==> config.mk <==
export PLATFORM = sky130hd
export DESIGN_NAME = date_recurrence_match
export DESIGN_NICKNAME = d
export VERILOG_FILES = /design/src/rtl/core/drm_pkg.sv /design/src/rtl/core/drm_date_unit.sv /design/src/rtl/core/drm_decide.sv /design/src/rtl/core/date_recurrence_match.sv
export SDC_FILE = /design/constraint.sdc
export NUM_CORES = 2
export LEC_CHECK = 0
export CORE_ASPECT_RATIO = 0.8
export CORE_UTILIZATION = 30
export DETAILED_ROUTE_END_ITERATION = 6
export DONT_BUFFER_PORTS = 1
export GPL_TIMING_DRIVEN = 0
export HOLD_SLACK_MARGIN = 0.02
export SKIP_LAST_GASP = 1
export SYNTH_ARGS = -nofsm -noshare
export SYNTH_HDL_FRONTEND = slang
export SYNTH_SLANG_ARGS = --single-unit
==> constraint.sdc <==
create_clock -name clk -period 9.2 [get_ports clk]
set_clock_uncertainty 0.15 [all_clocks]
set_input_delay 1.38 -clock clk [delete_from_list [all_inputs] [get_ports clk]]
set_output_delay 1.38 -clock clk [all_outputs]
set_load 0.02 [all_outputs]
==> src/rtl/core/drm_pkg.sv <==
// ----------------------------------------------------------------------------
// drm_pkg
// Shared types, constants and calendar helper functions for the date
// recurrence matcher.
// ----------------------------------------------------------------------------
package drm_pkg;

    // Field widths.
    localparam int KIND_W  = 3;
    localparam int DATE_W  = 27;
    localparam int YEAR_W  = 14;
    localparam int REM_W   = 14;
    localparam int MONTH_W = 7;
    localparam int DAY_W   = 7;
    localparam int MLEN_W  = 5;
    localparam int CUM_W   = 12;
    localparam int OFS_W   = 23;

    // Recurrence kinds.
    localparam logic [KIND_W-1:0] KIND_NONE    = 3'd0;
    localparam logic [KIND_W-1:0] KIND_DAILY   = 3'd1;
    localparam logic [KIND_W-1:0] KIND_WEEKLY  = 3'd2;
    localparam logic [KIND_W-1:0] KIND_MONTHLY = 3'd3;
    localparam logic [KIND_W-1:0] KIND_YEARLY  = 3'd4;

    // Month numbers used by the yearly leap-day rule.
    localparam logic [MONTH_W-1:0] MONTH_FEB = 7'd2;
    localparam logic [DAY_W-1:0]   DAY_28    = 7'd28;
    localparam logic [DAY_W-1:0]   DAY_29    = 7'd29;

    // Reciprocal of 10000: floor(v * YEAR_RECIP / 2**YEAR_SHIFT) == v / 10000
    // for every 27-bit v.
    localparam logic [DATE_W-1:0] YEAR_RECIP = 27'd109951163;
    localparam int                YEAR_SHIFT = 40;

    // Reciprocal of 100, exact for operands below 43690.
    localparam logic [DATE_W-1:0] DIV100_RECIP = 27'd10486;
    localparam int                DIV100_SHIFT = 20;

    // Bias folded into the day count. It removes the days before 2000,
    // adds the Saturday offset and the minus one of the day of month, and
    // adds a multiple of seven so that the count is never negative:
    // 7 * 2**17 + 6 - 1 - 730485.
    localparam logic [OFS_W-1:0] DAY_BIAS = 23'd187024;

    // Per-date information handed from the date unit to the decision logic.
    typedef struct packed {
        logic [MONTH_W-1:0] month;
        logic [DAY_W-1:0]   day;
        logic               leap;
        logic [MLEN_W-1:0]  mlen;
        logic [OFS_W-1:0]   day_ofs;
    } date_info_t;

    // Stage load enables of the date pipeline.
    typedef struct packed {
        logic s1;
        logic s2;
        logic s3;
        logic s4;
    } stage_adv_t;

    // Length of a month; months outside the calendar count thirty days.
    function automatic logic [MLEN_W-1:0] month_len(input logic [MONTH_W-1:0] m,
                                                    input logic leap);
        logic [MLEN_W-1:0] len;
        len = 5'd30;
        case (m)
            7'd1, 7'd3, 7'd5, 7'd7, 7'd8, 7'd10, 7'd12: len = 5'd31;
            7'd2:    len = leap ? 5'd29 : 5'd28;
            default: len = 5'd30;
        endcase
        return len;
    endfunction

    // Days in the months that come before month m of the same year.
    function automatic logic [CUM_W-1:0] days_before_month(input logic [MONTH_W-1:0] m,
                                                           input logic leap);
        logic [CUM_W-1:0] cum;
        cum = '0;
        case (m)
            7'd0, 7'd1: cum = 12'd0;
            7'd2:    cum = 12'd31;
            7'd3:    cum = 12'd59;
            7'd4:    cum = 12'd90;
            7'd5:    cum = 12'd120;
            7'd6:    cum = 12'd151;
            7'd7:    cum = 12'd181;
            7'd8:    cum = 12'd212;
            7'd9:    cum = 12'd243;
            7'd10:   cum = 12'd273;
            7'd11:   cum = 12'd304;
            7'd12:   cum = 12'd334;
            default: cum = 12'd365 + CUM_W'(m - 7'd13) * 12'd30;
        endcase
        if (leap && (m >= 7'd3))
        begin
            cum = cum + 12'd1;
        end
        return cum;
    endfunction

    // Residue modulo seven, using 8 == 1 (mod 7) to sum octal digits.
    function automatic logic [2:0] mod7(input logic [OFS_W-1:0] x);
        logic [23:0] xx;
        logic [5:0]  s1;
        logic [3:0]  s2;
        logic [2:0]  s3;
        xx = {1'b0, x};
        s1 = '0;
        for (int i = 0; i < 8; i++)
        begin
            s1 = s1 + 6'(xx[3*i +: 3]);
        end
        s2 = 4'(s1[5:3]) + 4'(s1[2:0]);
        s3 = 3'(s2[3]) + s2[2:0];
        return (s3 == 3'd7) ? 3'd0 : s3;
    endfunction

endpackage

==> src/rtl/core/drm_date_unit.sv <==
// ----------------------------------------------------------------------------
// drm_date_unit
// Four-stage pipeline that splits a YYYYMMDD value into year, month and
// day and forms a biased Gregorian day count for one date.
// ----------------------------------------------------------------------------
module drm_date_unit (
    input  logic                        clk,
    input  drm_pkg::stage_adv_t         adv,
    input  logic [drm_pkg::DATE_W-1:0]  date,
    output drm_pkg::date_info_t         info
);

    localparam int YW = drm_pkg::YEAR_W;
    localparam int RW = drm_pkg::REM_W;
    localparam int DW = drm_pkg::DATE_W;
    localparam int OW = drm_pkg::OFS_W;

    // Stage 1 registers.
    logic [YW-1:0] year1_reg, year1_next;
    logic [DW-1:0] val1_reg;

    // Stage 2 registers.
    logic [YW-1:0] year2_reg;
    logic [RW-1:0] rem2_reg, rem2_next;
    logic [7:0]    yq2_reg, yq2_next;
    logic [7:0]    q100_2_reg, q100_2_next;
    logic [5:0]    q400_2_reg, q400_2_next;

    // Stage 3 registers.
    logic [RW-1:0]                   rem3_reg;
    logic [drm_pkg::MONTH_W-1:0]     month3_reg, month3_next;
    logic [OW-1:0]                   base3_reg, base3_next;
    logic                            leap3_reg, leap3_next;

    // Stage 4 register.
    drm_pkg::date_info_t             info4_reg, info4_next;

    // Intermediate products.
    logic [53:0]   year_prod;
    logic [27:0]   yq_prod;
    logic [27:0]   q100_prod;
    logic [27:0]   q400_prod;
    logic [26:0]   month_prod;
    logic [YW-1:0] q4;
    logic [OW-1:0] year_days;
    logic [RW-1:0] day_full;

    // Stage 1: year by reciprocal multiplication.
    always_comb
    begin
        year_prod  = 54'(date) * 54'(drm_pkg::YEAR_RECIP);
        year1_next = year_prod[drm_pkg::YEAR_SHIFT +: YW];
    end

    // Stage 2: remainder within the year and the century quotients.
    always_comb
    begin
        rem2_next   = RW'(val1_reg - DW'(year1_reg) * DW'(10000));
        yq_prod     = 28'(year1_reg) * 28'(drm_pkg::DIV100_RECIP);
        q100_prod   = 28'(year1_reg + YW'(99)) * 28'(drm_pkg::DIV100_RECIP);
        q400_prod   = 28'((year1_reg + YW'(399)) >> 2) * 28'(drm_pkg::DIV100_RECIP);
        yq2_next    = yq_prod[drm_pkg::DIV100_SHIFT +: 8];
        q100_2_next = q100_prod[drm_pkg::DIV100_SHIFT +: 8];
        q400_2_next = q400_prod[drm_pkg::DIV100_SHIFT +: 6];
    end

    // Stage 3: month, days before the year and the leap-year flag.
    always_comb
    begin
        month_prod  = 27'(rem2_reg) * 27'(drm_pkg::DIV100_RECIP);
        month3_next = month_prod[drm_pkg::DIV100_SHIFT +: drm_pkg::MONTH_W];
        q4          = (year2_reg + YW'(3)) >> 2;
        year_days   = OW'(year2_reg) * OW'(365) + OW'(q4) + OW'(q400_2_reg);
        base3_next  = year_days - OW'(q100_2_reg) + drm_pkg::DAY_BIAS;
        if (year2_reg == YW'(yq2_reg) * YW'(100))
        begin
            leap3_next = (yq2_reg[1:0] == 2'd0);
        end
        else
        begin
            leap3_next = (year2_reg[1:0] == 2'd0);
        end
    end

    // Stage 4: day of month, month length and the full day count.
    always_comb
    begin
        day_full           = rem3_reg - RW'(month3_reg) * RW'(100);
        info4_next.month   = month3_reg;
        info4_next.day     = day_full[drm_pkg::DAY_W-1:0];
        info4_next.leap    = leap3_reg;
        info4_next.mlen    = drm_pkg::month_len(month3_reg, leap3_reg);
        info4_next.day_ofs = base3_reg
                           + OW'(drm_pkg::days_before_month(month3_reg, leap3_reg))
                           + OW'(day_full[drm_pkg::DAY_W-1:0]);
    end

    // Payload registers, each loaded when its stage advances.
    always_ff @(posedge clk)
    begin
        if (adv.s1)
        begin
            year1_reg <= year1_next;
            val1_reg  <= date;
        end
        if (adv.s2)
        begin
            year2_reg  <= year1_reg;
            rem2_reg   <= rem2_next;
            yq2_reg    <= yq2_next;
            q100_2_reg <= q100_2_next;
            q400_2_reg <= q400_2_next;
        end
        if (adv.s3)
        begin
            rem3_reg   <= rem2_reg;
            month3_reg <= month3_next;
            base3_reg  <= base3_next;
            leap3_reg  <= leap3_next;
        end
        if (adv.s4)
        begin
            info4_reg <= info4_next;
        end
    end

    assign info = info4_reg;

endmodule

==> src/rtl/core/drm_decide.sv <==
// ----------------------------------------------------------------------------
// drm_decide
// Applies the recurrence rule of the transaction to the decoded base and
// check dates.
// ----------------------------------------------------------------------------
module drm_decide (
    input  logic [drm_pkg::KIND_W-1:0] kind,
    input  logic                       same,
    input  logic                       before_base,
    input  drm_pkg::date_info_t        base_info,
    input  drm_pkg::date_info_t        check_info,
    output logic                       fires
);

    localparam int DW = drm_pkg::DAY_W;

    logic same_weekday;
    logic monthly_hit;
    logic yearly_hit;

    // Rule terms for each periodic kind.
    always_comb
    begin
        same_weekday = (drm_pkg::mod7(base_info.day_ofs) == drm_pkg::mod7(check_info.day_ofs));
        monthly_hit  = (base_info.day == check_info.day)
                    || ((base_info.day > DW'(check_info.mlen))
                        && (check_info.day == DW'(check_info.mlen)));
        yearly_hit   = ((base_info.month == check_info.month)
                        && (base_info.day == check_info.day))
                    || ((base_info.month == drm_pkg::MONTH_FEB)
                        && (base_info.day == drm_pkg::DAY_29)
                        && (check_info.month == drm_pkg::MONTH_FEB)
                        && (check_info.day == drm_pkg::DAY_28)
                        && !check_info.leap);
    end

    // Selection by kind; a check date before the base never fires.
    always_comb
    begin
        if (kind == drm_pkg::KIND_NONE)
        begin
            fires = same;
        end
        else if (before_base)
        begin
            fires = 1'b0;
        end
        else if (same)
        begin
            fires = 1'b1;
        end
        else
        begin
            case (kind)
                drm_pkg::KIND_DAILY:   fires = 1'b1;
                drm_pkg::KIND_WEEKLY:  fires = same_weekday;
                drm_pkg::KIND_MONTHLY: fires = monthly_hit;
                drm_pkg::KIND_YEARLY:  fires = yearly_hit;
                default:               fires = 1'b0;
            endcase
        end
    end

endmodule

==> src/rtl/core/date_recurrence_match.sv <==
// ----------------------------------------------------------------------------
// date_recurrence_match
// Tests whether a recurring event (none, daily, weekly, monthly, yearly)
// falls on a check date, given its base date, both in YYYYMMDD form.
// ----------------------------------------------------------------------------
// One transaction is accepted every clock cycle while the input is not
// stalled. Each passes through the input register, the stages of the
// date decoding pipeline and the output register: the split into year,
// month and day and the day count are done with constant reciprocal
// multipliers, one multiplier deep per stage, and the rule is evaluated
// into the output register. Every stage advances on its own, so bubbles
// close up behind a stalled output and the input stalls only once the
// whole pipeline is full.
// ----------------------------------------------------------------------------
module date_recurrence_match (
    input  logic                        clk,
    input  logic                        rst_n,
    input  logic                        in_valid,
    output logic                        in_stall,
    input  logic [drm_pkg::KIND_W-1:0]  recurrence_kind,
    input  logic [drm_pkg::DATE_W-1:0]  base_date,
    input  logic [drm_pkg::DATE_W-1:0]  check_date,
    output logic                        out_valid,
    input  logic                        out_stall,
    output logic                        fires
);

    localparam int NSTAGE = 6;

    typedef struct packed {
        logic [drm_pkg::KIND_W-1:0] kind;
        logic                       same;
        logic                       before_base;
    } ctl_t;

    logic [NSTAGE-1:0]            valid_reg;
    logic [NSTAGE-1:0]            ready;
    drm_pkg::stage_adv_t          adv;

    logic [drm_pkg::KIND_W-1:0]   kind0_reg;
    logic [drm_pkg::DATE_W-1:0]   base0_reg;
    logic [drm_pkg::DATE_W-1:0]   check0_reg;
    ctl_t                         ctl_reg [1:4];
    ctl_t                         ctl1_next;
    logic                         fires_reg, fires_next;

    drm_pkg::date_info_t          base_info;
    drm_pkg::date_info_t          check_info;

    // A stage may load when it is empty or its successor can load.
    always_comb
    begin
        ready[NSTAGE-1] = !valid_reg[NSTAGE-1] || !out_stall;
        for (int k = NSTAGE - 2; k >= 0; k--)
        begin
            ready[k] = !valid_reg[k] || ready[k+1];
        end
        adv.s1 = ready[1];
        adv.s2 = ready[2];
        adv.s3 = ready[3];
        adv.s4 = ready[4];
    end

    // Valid bits of the pipeline stages.
    always_ff @(posedge clk or negedge rst_n)
    begin
        if (!rst_n)
        begin
            valid_reg <= '0;
        end
        else
        begin
            if (ready[0])
            begin
                valid_reg[0] <= in_valid;
            end
            for (int k = 1; k < NSTAGE; k++)
            begin
                if (ready[k])
                begin
                    valid_reg[k] <= valid_reg[k-1];
                end
            end
        end
    end

    // Whole-date comparison made on the raw values.
    always_comb
    begin
        ctl1_next.kind        = kind0_reg;
        ctl1_next.same        = (base0_reg == check0_reg);
        ctl1_next.before_base = (check0_reg < base0_reg);
    end

    // Input register, control pipeline and result register.
    always_ff @(posedge clk)
    begin
        if (ready[0])
        begin
            kind0_reg  <= recurrence_kind;
            base0_reg  <= base_date;
            check0_reg <= check_date;
        end
        if (ready[1])
        begin
            ctl_reg[1] <= ctl1_next;
        end
        for (int k = 2; k <= 4; k++)
        begin
            if (ready[k])
            begin
                ctl_reg[k] <= ctl_reg[k-1];
            end
        end
        if (ready[5])
        begin
            fires_reg <= fires_next;
        end
    end

    // Date decoding for the base date.
    drm_date_unit u_base_unit (
        .clk  (clk),
        .adv  (adv),
        .date (base0_reg),
        .info (base_info)
    );

    // Date decoding for the check date.
    drm_date_unit u_check_unit (
        .clk  (clk),
        .adv  (adv),
        .date (check0_reg),
        .info (check_info)
    );

    // Recurrence rule.
    drm_decide u_decide (
        .kind        (ctl_reg[4].kind),
        .same        (ctl_reg[4].same),
        .before_base (ctl_reg[4].before_base),
        .base_info   (base_info),
        .check_info  (check_info),
        .fires       (fires_next)
    );

    assign in_stall  = !ready[0];
    assign out_valid = valid_reg[NSTAGE-1];
    assign fires     = fires_reg;

endmodule
==> reports/results.tsv <==
metric	value	unit
cts_max_level	2	
fillers	27300	
period_share	0.936	
ant_nets	0	
worstPathArrival	8.83	ns
drc	0	
layout-drive-gt1-share	0.0156	
ys_seq_area_frac	0.145	
busiest_layer	met2	
place_inst	11200	
clock-root-buffer	clkbuf_16	
numCtsBuffers	50	
cts_tree	yes	
worstHoldStart	u_base_unit.val1_reg[0]	
place.gp.congestion	0.921	
wl_per_cell	16.2	um
r2r_start	u_base_unit.year1_reg[1]	
min_period	8.61	ns
setup_viol_count_final	0	
die_w	584	um
cp_max_fo	8	
clk_latency	0.64	ns
timing_worst_slew_pin_value	1.29	ns
area_delta_synth_final	7.85	%
largest_reg_flops	40	
synth_top_cells_by_area	fa_1, ha_1, edfxtp_1, inv_1, xnor2_1	
stdcell_count	11300	
synth_flop_cell	edfxtp_1	
final_max_slew_viol_count	0	
fp.dieH	468	um
r2r_end	u_base_unit.q100_2_reg[7]	
postCtsHoldBufs	0	
critPathKind	reg2reg	
cp.buffers_inverters	5	
crit_family	adder cells	
num_rows	170	
nets	10800	
cp_num_cells	26	
ctsResizeCount	0	
synth_largest_area_cell	fa_1	
port_buffers	0	
synth_fp_nets	10800	
min_path_cells	0	
clkSinkCount	393	
vias	50100	
ys_seq_elements	393	
drt_pass1_iterations	7	
ios	64	
relSlewSlack	0.134	
cp-end-kind	flop	
placed_area	0.0860	sq mm
netlist_area	0.0813	sq mm
rsz0062_at_grt	false	
core	0.269	sq mm
r2r_slack	0.59	ns
clk_pin_slew_worst_paths	0.07	ns
clockBufferDepth	3	
hold_viol	0	
grt_max_degree	73	
critPathSlowestCell	edfxtp_1	
diodes	0	
grt_pass1_wl	301	mm
antenna_found_initial	3	
synth_edf_count	387	
ys_types	86	
tns	0	ns
cp-start-kind	flop	
synth_top_area_frac	0.337	
slowest_delay	0.79	ns
hold_end	u_base_unit.rem2_reg[0]	
final_area	0.0877	sq mm
crit_top_cell	inv_1	
status	finished, final reports clean	
hp-class	reg2reg	
post_cts_buffers	0	
maxCapViolCount	0	
ys_top_cells_by_count	inv_1, ha_1, fa_1, edfxtp_1, xnor2_1	
grt.overflow.total	0	
grt_use_met1	0.201	
grt_pass1_vias	55300	
grt_util_met3	0.0172	
via_per_inst	4.43	
fmax	116	MHz
grt_use_total	0.139	
drtIter0Drc	2394	
grt_use_met2	0.227	
postSynthAreaPerCell	10.7	sq um
hold_slack	0.253	ns
synthCells	7602	
wl	183	mm
dieArea	0.273	sq mm
start_util	0.302	
synth_warnings	0	
reg2reg_depth	26	
hpwl	161	mm
async_flop_share	0.0153	
yosysMostFrequentCell	inv_1	
required	9.42	ns
-- layout make-up --
| class | instances | area (sq um) | share of cell area |
|---|---|---|---|
| Multi-Input combinational cell | 4871 | 60800 | 0.693 |
| Buffer | 13 | 52.6 | 0.000599 |
| Tap cell | 3612 | 4520 | 0.0515 |
| Sequential cell | 393 | 11800 | 0.134 |
| Clock inverter | 31 | 380 | 0.00434 |
| Timing Repair Buffer | 5 | 130 | 0.00148 |
| Inverter | 2325 | 8730 | 0.0996 |
| Clock buffer | 61 | 1320 | 0.0151 |
-- cells in the final DEF (no fill, tap or decap), types with 21 or more instances in the layout --
| master | count |
|---|---|
| nand2b_1 | 39 |
| xnor2_1 | 330 |
| inv_1 | 2321 |
| nand3_1 | 65 |
| o21ai_0 | 85 |
| ha_1 | 1751 |
| and3_1 | 31 |
| nor2b_1 | 51 |
| nand2_1 | 111 |
| a21o_1 | 110 |
| nor3_1 | 60 |
| clkbuf_16 | 50 |
| o21ai_1 | 45 |
| nor2_1 | 177 |
| nand4_1 | 38 |
| xor2_1 | 93 |
| o21a_1 | 43 |
| a21oi_1 | 180 |
| edfxtp_1 | 387 |
| a211oi_1 | 21 |
| fa_1 | 1370 |
-- layer usage --
metal / part of all wire / up-vias
li1: - / 24000
met1: 0.49 / 25100
met2: 0.45 / 841
met3: 0.046 / 122
met4: 0.013 / 0
met5: 0 / -
-- worst reg2reg max path, delay by kind of cell, from the launching register on --
family                   cells  cell delay (ns)
AO/OA/AOI/OAI                8             2.23
AND/OR/NAND/NOR              4             0.58
XOR/XNOR                     2             0.94
flip-flops                   1             0.79
adder cells (fa/ha/maj)      7             2.96
buffers and inverters        5             0.71
-- through the flow --
stage | utilization | setup slack [ns]
floorplan | - | 2.29
global placement | 0.319 | 0.623
finish | 0.326 | 0.585
CTS | 0.326 | 0.496
detailed placement | 0.320 | 0.561
global route | 0.326 | 0.0488
-- cells by family after synthesis --
group,after synthesis,share of synthesized area
adders and majority gates,3121,0.607
buffers and inverters,2338,0.108
and+or+nand+nor,668,0.0415
AOI/OAI and AO/OA,645,0.0516
xor gates and xnor gates,425,0.0461
DFF,393,0.145
muxes,12,0.00148
-- worst max path at each step --
stage	from	to	slack (ns)
after CTS	u_base_unit.year1_reg[0]	u_base_unit.q100_2_reg[7]	0.50
final	u_base_unit.year1_reg[1]	u_base_unit.q100_2_reg[7]	0.59
after global routing	u_base_unit.year1_reg[0]	u_base_unit.q100_2_reg[7]	0.05
after floorplan	u_base_unit.year1_reg[2]	u_base_unit.q400_2_reg[5]	2.29
after detailed placement	u_base_unit.year1_reg[0]	u_base_unit.q100_2_reg[7]	0.56
after global placement	u_base_unit.year1_reg[2]	u_base_unit.q400_2_reg[5]	0.62
Power is not shown: default switching activity piles up to over one toggle a cycle in this logic, so the estimate is an artifact.
